File: src/hdl/dss_pkg.sv
package dss_pkg;

    localparam int DEPTH  = 16;
    localparam int WORD_W = 32;
    localparam int CNT_W  = $clog2(DEPTH + 1);
    localparam int ADDR_W = $clog2(DEPTH);

    localparam logic [CNT_W-1:0]  DEPTH_CNT = CNT_W'(DEPTH);
    localparam logic [ADDR_W-1:0] ADDR_MAX  = ADDR_W'(DEPTH - 1);

    // opcodes
    localparam logic [1:0] OP_PUSH = 2'd0;
    localparam logic [1:0] OP_POP  = 2'd1;
    localparam logic [1:0] OP_DUMP = 2'd2;

    // result status codes
    localparam logic [1:0] STS_OK    = 2'd0;
    localparam logic [1:0] STS_OVER  = 2'd1;
    localparam logic [1:0] STS_UNDER = 2'd2;
    localparam logic [1:0] STS_EMPTY = 2'd3;

    typedef struct packed {
        logic       wr_push;     // accepted push, store has room
        logic       rd_pop;      // accepted pop, side not empty
        logic       ld_flag;     // error or empty result, no store access
        logic [1:0] status;
        logic       side;
        logic       dump_init;
        logic       dump_issue;  // read next dump entry
        logic       out_load;    // move pending result into output register
    } cmd_t;

    typedef struct packed {
        logic full;
        logic low_empty;
        logic high_empty;
        logic dump_final;
        logic out_free;
        logic pend_last;
    } sts_t;

endpackage

File: src/hdl/dss_ctrl.sv
module dss_ctrl (
    input  logic          aclk,
    input  logic          aresetn,
    input  logic          s_tvalid,
    input  logic [1:0]    opcode,
    input  logic          side,
    input  dss_pkg::sts_t sts,
    output logic          s_tready,
    output dss_pkg::cmd_t cmd
);

    localparam logic [1:0] S_IDLE = 2'd0;
    localparam logic [1:0] S_EMIT = 2'd1;
    localparam logic [1:0] S_DUMP = 2'd2;

    logic [1:0] state_reg, state_next;
    logic       pend_vld_reg, pend_vld_next;
    logic       dump_more_reg, dump_more_next;
    logic       load_out;
    logic       issue;
    logic       side_empty;

    assign s_tready   = (state_reg == S_IDLE);
    assign side_empty = side ? sts.high_empty : sts.low_empty;
    assign load_out   = pend_vld_reg && sts.out_free;
    assign issue      = dump_more_reg && (!pend_vld_reg || load_out);

    always_comb begin
        cmd            = '0;
        state_next     = state_reg;
        pend_vld_next  = pend_vld_reg;
        dump_more_next = dump_more_reg;
        unique case (state_reg)
            S_IDLE: begin
                if (s_tvalid) begin
                    unique case (opcode)
                        dss_pkg::OP_PUSH: begin
                            cmd.side = side;
                            if (sts.full) begin
                                cmd.ld_flag = 1'b1;
                                cmd.status  = dss_pkg::STS_OVER;
                            end else begin
                                cmd.wr_push = 1'b1;
                                cmd.status  = dss_pkg::STS_OK;
                            end
                            state_next = S_EMIT;
                        end
                        dss_pkg::OP_POP: begin
                            cmd.side = side;
                            if (side_empty) begin
                                cmd.ld_flag = 1'b1;
                                cmd.status  = dss_pkg::STS_UNDER;
                            end else begin
                                cmd.rd_pop = 1'b1;
                                cmd.status = dss_pkg::STS_OK;
                            end
                            state_next = S_EMIT;
                        end
                        dss_pkg::OP_DUMP: begin
                            if (sts.low_empty && sts.high_empty) begin
                                cmd.ld_flag = 1'b1;
                                cmd.status  = dss_pkg::STS_EMPTY;
                                cmd.side    = 1'b0;
                                state_next  = S_EMIT;
                            end else begin
                                cmd.dump_init  = 1'b1;
                                pend_vld_next  = 1'b0;
                                dump_more_next = 1'b1;
                                state_next     = S_DUMP;
                            end
                        end
                        default: begin
                            state_next = S_IDLE;
                        end
                    endcase
                end
            end
            S_EMIT: begin
                if (sts.out_free) begin
                    cmd.out_load = 1'b1;
                    state_next   = S_IDLE;
                end
            end
            S_DUMP: begin
                cmd.out_load   = load_out;
                cmd.dump_issue = issue;
                if (issue) begin
                    pend_vld_next  = 1'b1;
                    dump_more_next = !sts.dump_final;
                end else if (load_out) begin
                    pend_vld_next = 1'b0;
                end
                if (load_out && sts.pend_last) begin
                    state_next = S_IDLE;
                end
            end
            default: begin
                state_next = S_IDLE;
            end
        endcase
    end

    always_ff @(posedge aclk) begin
        if (!aresetn) begin
            state_reg     <= S_IDLE;
            pend_vld_reg  <= 1'b0;
            dump_more_reg <= 1'b0;
        end else begin
            state_reg     <= state_next;
            pend_vld_reg  <= pend_vld_next;
            dump_more_reg <= dump_more_next;
        end
    end

endmodule

File: src/hdl/dss_dpath.sv
module dss_dpath (
    input  logic                       aclk,
    input  logic                       aresetn,
    input  dss_pkg::cmd_t              cmd,
    input  logic                       side,
    input  logic [dss_pkg::WORD_W-1:0] push_value,
    input  logic                       m_tready,
    output dss_pkg::sts_t              sts,
    output logic                       m_valid,
    output logic [dss_pkg::WORD_W-1:0] m_data,
    output logic [1:0]                 m_status,
    output logic                       m_side,
    output logic                       m_last
);

    localparam int CW = dss_pkg::CNT_W;
    localparam int AW = dss_pkg::ADDR_W;
    localparam int WW = dss_pkg::WORD_W;

    logic [WW-1:0] word_mem [dss_pkg::DEPTH];
    logic [WW-1:0] rd_data_reg;

    logic [CW-1:0] low_count_reg, low_count_next;
    logic [CW-1:0] high_start_reg, high_start_next;
    logic [CW-1:0] low_dec;
    logic [CW-1:0] high_dec;

    logic [AW-1:0] dump_addr_reg, dump_addr_next;
    logic          dump_side_reg, dump_side_next;

    logic [WW-1:0] pend_data_reg, pend_data_next;
    logic [1:0]    pend_status_reg, pend_status_next;
    logic          pend_side_reg, pend_side_next;
    logic          pend_last_reg, pend_last_next;
    logic          pend_use_rd_reg, pend_use_rd_next;

    logic          m_valid_reg, m_valid_next;
    logic [WW-1:0] m_data_reg, m_data_next;
    logic [1:0]    m_status_reg, m_status_next;
    logic          m_side_reg, m_side_next;
    logic          m_last_reg, m_last_next;

    logic          mem_we;
    logic          mem_re;
    logic [AW-1:0] mem_waddr;
    logic [AW-1:0] mem_raddr;
    logic          low_end;

    assign low_dec  = low_count_reg - CW'(1);
    assign high_dec = high_start_reg - CW'(1);
    assign low_end  = (CW'(dump_addr_reg) == low_dec);

    assign sts.full       = (low_count_reg == high_start_reg);
    assign sts.low_empty  = (low_count_reg == '0);
    assign sts.high_empty = (high_start_reg == dss_pkg::DEPTH_CNT);
    assign sts.dump_final = dump_side_reg ? (CW'(dump_addr_reg) == high_start_reg)
                                          : (low_end && sts.high_empty);
    assign sts.out_free   = !m_valid_reg || m_tready;
    assign sts.pend_last  = pend_last_reg;

    assign mem_we    = cmd.wr_push;
    assign mem_waddr = side ? high_dec[AW-1:0] : low_count_reg[AW-1:0];
    assign mem_re    = cmd.rd_pop || cmd.dump_issue;
    assign mem_raddr = cmd.dump_issue ? dump_addr_reg
                     : (side ? high_start_reg[AW-1:0] : low_dec[AW-1:0]);

    always_ff @(posedge aclk) begin
        if (mem_we) begin
            word_mem[mem_waddr] <= push_value;
        end
        if (mem_re) begin
            rd_data_reg <= word_mem[mem_raddr];
        end
    end

    always_comb begin
        low_count_next  = low_count_reg;
        high_start_next = high_start_reg;
        if (cmd.wr_push) begin
            if (side) begin
                high_start_next = high_dec;
            end else begin
                low_count_next = low_count_reg + CW'(1);
            end
        end else if (cmd.rd_pop) begin
            if (side) begin
                high_start_next = high_start_reg + CW'(1);
            end else begin
                low_count_next = low_dec;
            end
        end
    end

    always_comb begin
        dump_addr_next = dump_addr_reg;
        dump_side_next = dump_side_reg;
        if (cmd.dump_init) begin
            dump_side_next = sts.low_empty;
            dump_addr_next = sts.low_empty ? dss_pkg::ADDR_MAX : '0;
        end else if (cmd.dump_issue) begin
            if (dump_side_reg) begin
                dump_addr_next = dump_addr_reg - AW'(1);
            end else if (low_end) begin
                dump_side_next = 1'b1;
                dump_addr_next = dss_pkg::ADDR_MAX;
            end else begin
                dump_addr_next = dump_addr_reg + AW'(1);
            end
        end
    end

    always_comb begin
        pend_data_next   = pend_data_reg;
        pend_status_next = pend_status_reg;
        pend_side_next   = pend_side_reg;
        pend_last_next   = pend_last_reg;
        pend_use_rd_next = pend_use_rd_reg;
        if (cmd.wr_push || cmd.rd_pop || cmd.ld_flag) begin
            pend_data_next   = cmd.wr_push ? push_value : '0;
            pend_status_next = cmd.status;
            pend_side_next   = cmd.side;
            pend_last_next   = 1'b1;
            pend_use_rd_next = cmd.rd_pop;
        end else if (cmd.dump_issue) begin
            pend_status_next = dss_pkg::STS_OK;
            pend_side_next   = dump_side_reg;
            pend_last_next   = sts.dump_final;
            pend_use_rd_next = 1'b1;
        end
    end

    always_comb begin
        m_valid_next  = m_valid_reg;
        m_data_next   = m_data_reg;
        m_status_next = m_status_reg;
        m_side_next   = m_side_reg;
        m_last_next   = m_last_reg;
        if (cmd.out_load) begin
            m_valid_next  = 1'b1;
            m_data_next   = pend_use_rd_reg ? rd_data_reg : pend_data_reg;
            m_status_next = pend_status_reg;
            m_side_next   = pend_side_reg;
            m_last_next   = pend_last_reg;
        end else if (m_tready) begin
            m_valid_next = 1'b0;
        end
    end

    always_ff @(posedge aclk) begin
        if (!aresetn) begin
            low_count_reg  <= '0;
            high_start_reg <= dss_pkg::DEPTH_CNT;
            m_valid_reg    <= 1'b0;
        end else begin
            low_count_reg  <= low_count_next;
            high_start_reg <= high_start_next;
            m_valid_reg    <= m_valid_next;
        end
    end

    always_ff @(posedge aclk) begin
        dump_addr_reg   <= dump_addr_next;
        dump_side_reg   <= dump_side_next;
        pend_data_reg   <= pend_data_next;
        pend_status_reg <= pend_status_next;
        pend_side_reg   <= pend_side_next;
        pend_last_reg   <= pend_last_next;
        pend_use_rd_reg <= pend_use_rd_next;
        m_data_reg      <= m_data_next;
        m_status_reg    <= m_status_next;
        m_side_reg      <= m_side_next;
        m_last_reg      <= m_last_next;
    end

    assign m_valid  = m_valid_reg;
    assign m_data   = m_data_reg;
    assign m_status = m_status_reg;
    assign m_side   = m_side_reg;
    assign m_last   = m_last_reg;

endmodule

File: src/hdl/dual_stack_shared_array.sv
// two stacks sharing one 16-word store: the low stack grows up from entry 0,
// the high stack grows down from the top entry
// input channel (s_): one transaction is a push, a pop or a dump; tuser carries
// the opcode and the side, tdata the word to push
// result channel (m_): tdata is the word, tuser carries status and side,
// tlast marks the final result of each input transaction
// push and pop give one result, held in the pending register until the output
// register is free and then moved into it; the next input is taken only once
// the result has entered the output register
// a dump reads the store through its single registered read port, one entry
// per cycle unless the receiver stalls, and gives one result per stored word
// with last on the final one; with both stacks empty, one empty-status result
// an unused opcode is dropped with no result
// when the receiver stalls, the result holds in the output register and the
// block takes one more input, then waits before producing further results
// reset clears both stack pointers (both sides empty) and the output valid;
// store contents are not cleared, and no entry is read before it is written
module dual_stack_shared_array (
    input  logic        aclk,
    input  logic        aresetn,
    // input channel
    input  logic        s_tvalid,
    output logic        s_tready,
    input  logic [31:0] s_tdata,   // push_value
    input  logic [2:0]  s_tuser,   // opcode [1:0], side [2]
    // result channel
    output logic        m_tvalid,
    input  logic        m_tready,
    output logic [31:0] m_tdata,   // data_word
    output logic [2:0]  m_tuser,   // status [1:0], from_side [2]
    output logic        m_tlast
);

    dss_pkg::cmd_t cmd;
    dss_pkg::sts_t sts;

    logic [1:0] m_status;
    logic       m_side;

    // sequencing: accept, error decisions, dump walk
    dss_ctrl u_ctrl (
        .aclk     (aclk),
        .aresetn  (aresetn),
        .s_tvalid (s_tvalid),
        .opcode   (s_tuser[1:0]),
        .side     (s_tuser[2]),
        .sts      (sts),
        .s_tready (s_tready),
        .cmd      (cmd)
    );

    // store, stack pointers, pending result and output register
    dss_dpath u_dpath (
        .aclk       (aclk),
        .aresetn    (aresetn),
        .cmd        (cmd),
        .side       (s_tuser[2]),
        .push_value (s_tdata),
        .m_tready   (m_tready),
        .sts        (sts),
        .m_valid    (m_tvalid),
        .m_data     (m_tdata),
        .m_status   (m_status),
        .m_side     (m_side),
        .m_last     (m_tlast)
    );

    assign m_tuser = {m_side, m_status};

endmodule

File: config.mk
export PLATFORM = sky130hd
export DESIGN_NAME = dual_stack_shared_array
export DESIGN_NICKNAME = d
export VERILOG_FILES = /design/src/hdl/dss_pkg.sv /design/src/hdl/dss_ctrl.sv /design/src/hdl/dss_dpath.sv /design/src/hdl/dual_stack_shared_array.sv
export SDC_FILE = /design/constraint.sdc
export NUM_CORES = 1
export LEC_CHECK = 0
export ABC_AREA = 0
export BUFFER_PORTS_ARGS = -buffer_cell sky130_fd_sc_hd__clkbuf_2
export CORE_UTILIZATION = 65
export CTS_BUF_LIST = sky130_fd_sc_hd__clkbuf_2 sky130_fd_sc_hd__clkbuf_4 sky130_fd_sc_hd__clkbuf_8
export DETAILED_ROUTE_END_ITERATION = 16
export GPL_TIMING_DRIVEN = 0
export PLACE_DENSITY = 0.88
export REMOVE_ABC_BUFFERS = 1
export SLEW_MARGIN = 5
export SYNTH_ARGS = -nofsm -noshare
export SYNTH_HDL_FRONTEND = slang
export SYNTH_SLANG_ARGS = --single-unit
File: constraint.sdc
create_clock -name aclk -period 7.5 [get_ports aclk]
set_input_delay 2.25 -clock aclk [delete_from_list [all_inputs] [get_ports aclk]]
set_output_delay 2.25 -clock aclk [all_outputs]
set_load 0.1 [all_outputs]
==> run summary, run 1 <==
==================================================================================
Vias after detailed routing .........................................       17,400
Antenna violations before repair ....................................            3
Top FF cell, synth .................................................. sky130_fd_sc_hd__edfxtp_1
Post-detailed-route DRC marker count ................................            0
Placed cell count ...................................................        2,298
Critical Path Sink Type .............................................         flop
Die W ...............................................................       203 um
First-pass iteration count of the detailed router ...................            7
GR met2 Demand/Resource .............................................        53.0%
Die Footprint .......................................................  0.0413 mm^2
Sequential area share after synthesis ...............................        72.1%
Design Power ........................................................      7520 uW
Number of unique standard cell types used by synthesis ..............           76
Number of setup violations in the final report ......................            0
Final routed wire length divided by cell count ......................      27.4 um
Root cell of the clock tree ......................................... sky130_fd_sc_hd__clkbuf_8
Fin. max-slew vios ..................................................            0
Static leakage power ................................................   0.00987 uW
Later-pin clock latency in the skew report ..........................      0.70 ns
Leading cell type by number of instances after synthesis ............ sky130_fd_sc_hd__edfxtp_1
Status .............................................................. complete, no violations
Initial DRC count ...................................................        2,800
Cell area power density .............................................  254 mW/mm^2
CP max stage cell ................................................... sky130_fd_sc_hd__o22ai_4
Count of non-filler cells in the finished layout ....................        2,468
Final routed wirelength across all metal layers .....................      67.7 mm
Global placer's final weighted congestion ...........................        0.822
Share of the clock period used by the worst path ....................        76.6%
Headroom to the max-slew limit ......................................        9.15%
Half-perimeter wire length after placement ..........................      37.7 mm
Nets@finish .........................................................        1,922
TritonCTS Buffers ...................................................           97
Routing usage on met3 ...............................................        6.50%
Number of enable-type register cells in the synthesized netlist .....          621
Total gr overflow ...................................................            0
Main combinational cell family by area after synthesis .............. compound AO/OA/AOI/OAI gates
Max Fanout on Critical Path .........................................          131
Buffer count from post-CTS setup fixing .............................            0
Critical path arrival ...............................................      6.15 ns
Top Ports ...........................................................           77
Total of fill cells in the finished design ..........................        2,221
Die Span Y ..........................................................       203 um
Combined global-route utilization of all metal layers ...............        32.9%
Max IR drop VDD .....................................................     0.155 mV
CTS tree ............................................................          yes
Area share of the leading cell type in the synthesized netlist ......        70.9%
Worst clock skew ....................................................    0.0456 ns
Register name with the most flops ................................... u_dpath.word_mem
Worst endpoint required time ........................................      7.90 ns
Post-CTS Hold Buffers ...............................................            0
Clock tree sinks ....................................................          637
Placed inst area ....................................................  0.0277 mm^2
Rows ................................................................           73
Mux share of post-synthesis cell area ...............................        1.72%
Post-cts repair resize count ........................................            0
Buffer depth of the longest clock path ..............................            3
Biggest area contributors in the synthesized netlist ................ sky130_fd_sc_hd__edfxtp_1, sky130_fd_sc_hd__a211oi_1, sky130_fd_sc_hd__nand2_1, sky130_fd_sc_hd__and3_1, sky130_fd_sc_hd__a21oi_1
Final total negative setup slack ....................................         0 ns
Area share of xor/xnor cells in the synthesized design ..............       0.818%
Max-capacitance violation count .....................................            0
Flip-flop count of the largest register, all copies and words added .          512
Cells after Synth ...................................................        1,800
Final min period ....................................................      5.74 ns
Post-synthesis adder-cell area fraction .............................       0.523%
Total of warnings raised by yosys ...................................            0
Post-synthesis instance area ........................................  0.0263 mm^2
Post-synth top area cell ............................................ sky130_fd_sc_hd__edfxtp_1
Element type at the critical path start .............................   input port
Post-route cell area ................................................  0.0296 mm^2
Pin count of the biggest net entering global routing ................          132
Most Crowded Layer GR ...............................................         met2
Starting density of the core ........................................        66.0%
Most common cell on crit path ....................................... sky130_fd_sc_hd__buf_16
Max Clk Rate ........................................................      174 MHz
Hold WC Path Type ................................................... flop to flop
Global-route wire length before repair ..............................       100 mm
Synthesis-to-layout area growth .....................................        12.5%
Simple-gate portion of the synthesized area .........................        9.94%
Clock-pin slew on the worst setup and hold paths ....................      0.06 ns
Synthesis-stage register bit count ..................................          637
Number of buffer cells added on primary ports .......................           76
Floorplan core area .................................................  0.0398 mm^2
Met1 track demand over resource in global routing ...................        42.8%
Mean post-synth cell area ...........................................    14.6 um^2
Critical Path, Cell by Cell ......................................... clkbuf_2, and2_1, o22ai_4, buf_16, buf_16, nand2_8, buf_16, a211oi_1, a311oi_1, or4_1
Slew at the pin closest to its max-slew limit .......................      1.36 ns
Synth top cells by count ............................................ sky130_fd_sc_hd__edfxtp_1, sky130_fd_sc_hd__nand2_1, sky130_fd_sc_hd__a211oi_1
Endpoints failing hold ..............................................            0
Family of cells with the greatest summed delay on the critical path . simple AND/OR/NAND/NOR gates
Number of nets still failing antenna checks after routing ...........            0
Share of post-route cells with drive strength above 1 ...............        17.4%
Compound-gate portion of the synthesized area .......................        11.8%
Unrepaired setup endpoints after global routing .....................           no
Utilization after layout ............................................        74.3%
CTS HTree Levels ....................................................            3
Number of buffers and inverters on the critical path ................            4
Biggest cell delay along the critical path ..........................      0.60 ns
WS Path Type ........................................................ input port to flop
Vias in the first global route ......................................       17,200
Fraction of registers with async set or reset after synthesis .......           0%
Number of vias per cell after detailed routing ......................         7.07
==================================================================================
[final cells by class]
cell class                      instances  area, um^2  area share (%)
Tap cell                              525         657            2.22
Clock buffer                          125        1550            5.22
Multi-Input combinational cell       1010        6740            22.8
Timing Repair Buffer                  115        1330            4.48
Sequential cell                       637       19000            64.1
Clock inverter                         42         292           0.986
Inverter                               11        41.3           0.140
Antenna cell                            3        7.51          0.0254
[layer usage]
layer,share of wire [%],vias up
met2,48,1475
li1,-,7260
met4,4.8,0
met1,35,8426
met5,0,-
met3,12,285
[cell families after synthesis]
logic type,count (synthesis)
compound gates,428
xor+xnor,23
fa+ha+maj,11
buf+inv,153
flops,637
mux,41
simple gates,507
[final timing paths]
kind | startpoint | end | slack (ns) | cells past startpoint
worst max-delay path | s_tuser[2] | u_dpath.rd_data_reg[17] | 1.76 | 10
worst min-delay path | u_dpath.pend_status_reg[1] | u_dpath.m_status[1] | 0.42 | 0
worst max register to register | u_dpath.low_count_reg[0] | u_dpath.rd_data_reg[17] | 2.74 | 11
worst min register to register | u_dpath.pend_status_reg[1] | u_dpath.m_status[1] | 0.42 | 0
[through the flow]
step | setup WS, ns | hold WS, ns
final | 1.76 | 0.422
after global routing | 1.67 | 0.436
after CTS | 1.93 | 0.422
after detailed placement | 1.23 | 0.408
after global placement | -2.90 | 0.402
after floorplan | 0.719 | 0.400
[cell usage in the layout (no fill, tap or decap), types with 12 or more instances in the layout]
cell,instances
sky130_fd_sc_hd__nand2_1,212
sky130_fd_sc_hd__nor2_1,12
sky130_fd_sc_hd__buf_12,17
sky130_fd_sc_hd__o21ai_0,32
sky130_fd_sc_hd__a221oi_1,20
sky130_fd_sc_hd__clkbuf_8,97
sky130_fd_sc_hd__nor4_1,24
sky130_fd_sc_hd__edfxtp_1,621
sky130_fd_sc_hd__nand4_1,13
sky130_fd_sc_hd__or4_1,21
sky130_fd_sc_hd__nor2_4,18
sky130_fd_sc_hd__mux2_2,34
sky130_fd_sc_hd__a311oi_1,40
sky130_fd_sc_hd__buf_16,22
sky130_fd_sc_hd__nand3_1,30
sky130_fd_sc_hd__dfxtp_1,16
sky130_fd_sc_hd__a211oi_1,137
sky130_fd_sc_hd__clkinv_1,25
sky130_fd_sc_hd__a21oi_1,98
sky130_fd_sc_hd__clkbuf_4,28
sky130_fd_sc_hd__and2_1,36
sky130_fd_sc_hd__and3_1,90
sky130_fd_sc_hd__xnor2_1,15
sky130_fd_sc_hd__clkbuf_2,76
sky130_fd_sc_hd__a311o_1,20
[worst reg2reg max path: cells and delay by family, from the launching register on]
family | cells | cell delay [ns]
AND/OR/NAND/NOR | 3 | 1.18
AO/OA/AOI/OAI | 3 | 1.11
buffers and inverters | 4 | 1.09
flip-flops | 1 | 0.62
adder cells (fa/ha/maj) | 1 | 0.46
[power breakdown]
group          switching [uW]  leakage, uW  internal, uW
Sequential               23.3      0.00574          3970
Clock                    1330     0.000968          1450
Combinational             506      0.00316           237
Total                    1860      0.00987          5660
(Power assumes the default switching activity.)
==> inputs of run 2 (changes only) <==
CORE_UTILIZATION = 58   (was 65)
PLACE_DENSITY = 0.83   (was 0.88)
clock period = 4.95 ns   (was 7.5 ns; I/O delays follow)
==> run 2 against run 1 <==
Clock-buffer cell count rose by 7. Combinational power rose by 50%. Highest routed layer is now met5. Via count fell by 1.3%. Sequential cell count did not move. Critical path depth fell by 2. First-iteration DRC count fell by 14%. Register-to-register slack got worse by 2.2 ns.
==> run summary, run 2 (same netlist as run 1, synthesis figures left out) <==
==================================================================================
Max-capacitance violation count .....................................            0
Final routed wirelength across all metal layers .....................      67.4 mm
Number of setup violations in the final report ......................            0
Worst min-delay path startpoint ..................................... u_dpath.pend_status_reg[0]
Root cell of the clock tree ......................................... sky130_fd_sc_hd__clkbuf_8
Endpoints failing hold ..............................................            0
Post-cts repair resize count ........................................            0
WS Path Type ........................................................ input port to flop
Flip-flop count of the largest register, all copies and words added .          512
Vias after detailed routing .........................................       17,200
Commonest non-fill, non-tap cell in the layout ...................... sky130_fd_sc_hd__edfxtp_1
CP max stage cell ................................................... sky130_fd_sc_hd__nand3_1
Share of the clock period used by the worst path ....................        95.8%
Worst endpoint required time ........................................      5.38 ns
Die Span Y ..........................................................       215 um
End point of the worst hold path .................................... u_dpath.m_status[0]
Max Clk Rate ........................................................      211 MHz
Initial DRC count ...................................................        2,420
Later-pin clock latency in the skew report ..........................      0.70 ns
Starting density of the core ........................................        59.1%
Worst clock skew ....................................................    0.0262 ns
Slew at the pin closest to its max-slew limit .......................      1.30 ns
Fin. max-slew vios ..................................................            0
First-pass iteration count of the detailed router ...................            6
Number of nets still failing antenna checks after routing ...........            0
Critical path arrival ...............................................      5.17 ns
Post-detailed-route DRC marker count ................................            0
Max Fanout on Critical Path .........................................          110
Footprint of the multi-input gates .................................. 0.00674 mm^2
Max IR drop VDD .....................................................     0.206 mV
Share of post-route cells with drive strength above 1 ...............        17.7%
Register-to-register setup slack ....................................      0.50 ns
Critical Path, Cell by Cell ......................................... clkbuf_2, nand3b_1, nand3_1, nand2_8, buf_16, a211oi_1, a311oi_1, or4_1
Floorplan core area .................................................  0.0445 mm^2
Die W ...............................................................       215 um
Unrepaired setup endpoints after global routing .....................           no
Min-Delay Path Depth ................................................            0
Critical register-to-register path endpoint ......................... u_dpath.rd_data_reg[17]
Register name with the most flops ................................... u_dpath.word_mem
Rows ................................................................           77
Combined global-route utilization of all metal layers ...............        29.1%
Design Power ........................................................    11,500 uW
Top Ports ...........................................................           77
Placed inst area ....................................................  0.0277 mm^2
Critical Path Sink Type .............................................         flop
Headroom to the max-slew limit ......................................        12.9%
Element type at the critical path start .............................   input port
Status .............................................................. complete, no violations
Final routed wire length divided by cell count ......................      26.6 um
Leading cell types in the layout, fill and taps excluded ............ sky130_fd_sc_hd__edfxtp_1, sky130_fd_sc_hd__nand2_1, sky130_fd_sc_hd__a211oi_1
CTS tree ............................................................          yes
Global-route wire length before repair ..............................       101 mm
Total gr overflow ...................................................            0
Clock-pin slew on the worst setup and hold paths ....................      0.06 ns
Total of fill cells in the finished design ..........................        2,964
Number of vias per cell after detailed routing ......................         6.78
CTS HTree Levels ....................................................            3
Launch point of the worst reg-to-reg path ........................... u_dpath.low_count_reg[0]
Number of buffer cells added on primary ports .......................           76
Post-CTS Hold Buffers ...............................................            0
Antenna violations before repair ....................................            3
Post-route cell area ................................................  0.0296 mm^2
Nets@finish .........................................................        1,920
R2r worst-path depth ................................................           11
Area used by sequential logic in the layout .........................  0.0190 mm^2
Biggest cell delay along the critical path ..........................      1.06 ns
Half-perimeter wire length after placement ..........................      37.1 mm
Hold slack ..........................................................     0.418 ns
Static leakage power ................................................   0.00986 uW
Synthesis-to-layout area growth .....................................        12.7%
Buffer depth of the longest clock path ..............................            3
Global placer's final weighted congestion ...........................        0.785
Buffer count from post-CTS setup fixing .............................            0
Vias in the first global route ......................................       17,200
Cell area power density .............................................  388 mW/mm^2
Die Footprint .......................................................  0.0462 mm^2
Final min period ....................................................      4.74 ns
TritonCTS Buffers ...................................................           97
Clock tree sinks ....................................................          637
Hold WC Path Type ................................................... flop to flop
Pin count of the biggest net entering global routing ................          120
==================================================================================
## run 2: changes by cell type in the layout (fill, tap and decap cells not counted)
cell                         before  now
sky130_fd_sc_hd__buf_16          22   16
sky130_fd_sc_hd__clkbuf_4        28   34
sky130_fd_sc_hd__clkinv_1        25   21
sky130_fd_sc_hd__buf_12          17   20
sky130_fd_sc_hd__clkinvlp_4       1    3
sky130_fd_sc_hd__inv_8            2    0
sky130_fd_sc_hd__buf_8            0    1
sky130_fd_sc_hd__bufinv_16        3    4
sky130_fd_sc_hd__clkbuf_8        97   98
sky130_fd_sc_hd__clkinv_4         0    1
sky130_fd_sc_hd__inv_6            3    2
## run 2: final cells by class
cell class,count,share of cell area (%)
Sequential cell,637,64.0
Multi-Input combinational cell,1010,22.7
Clock buffer,132,5.41
Timing Repair Buffer,113,4.17
Tap cell,592,2.50
Clock inverter,39,1.01
Inverter,11,0.139
Antenna cell,3,0.0253
## run 2: through the flow
stage	TNS, ns	instances	worst slack, ns	util (%)
floorplan	-30.86	1658	-1.07	-
global placement	-1952.54	2326	-4.97	59.9
detailed placement	-8.39	2363	-0.359	62.3
global route	0	2536	0.0671	66.6
finish	0	2537	0.210	66.6
CTS	0	2534	0.283	66.5
## run 2: where the power goes
part | internal, uW | switching [uW] | leakage [uW] | total, uW
Sequential | 6010 | 35.5 | 0.00574 | 6050
Clock | 2310 | 2020 | 0.000998 | 4330
Combinational | 353 | 757 | 0.00312 | 1110
Total | 8680 | 2810 | 0.00986 | 11500
## run 2: per-layer routing
| layer | vias to the layer above | routed length (um) | global-route usage (%) | part of all wire [%] |
|---|---|---|---|---|
| met1 | 8512 | 24600 | 38.3 | 37 |
| met4 | 2 | 2720 | 14.2 | 4.0 |
| met2 | 1224 | 32500 | 46.7 | 48 |
| li1 | 7250 | - | - | - |
| met5 | - | 17 | 0 | 0.025 |
| met3 | 225 | 7510 | 5.87 | 11 |
## run 2: critical path, delay by kind of cell
family	cells	cell delay, ns
AND/OR/NAND/NOR	4	2.59
buffers and inverters	2	0.55
AO/OA/AOI/OAI	2	0.41
## run 2: worst max-delay path by stage
stage	to	start	cells after the start	slack, ns
2_1_floorplan	u_dpath.rd_data_reg[27]	m_tready	5	-1.07
3_3_place_gp	u_dpath.rd_data_reg[30]	s_tuser[2]	7	-4.97
3_5_place_dp	u_dpath.rd_data_reg[17]	s_tuser[2]	7	-0.36
4_1_cts	u_dpath.rd_data_reg[17]	s_tuser[2]	7	0.28
5_1_grt	u_dpath.rd_data_reg[17]	s_tuser[2]	10	0.07
6_report	u_dpath.rd_data_reg[13]	m_tready	8	0.21
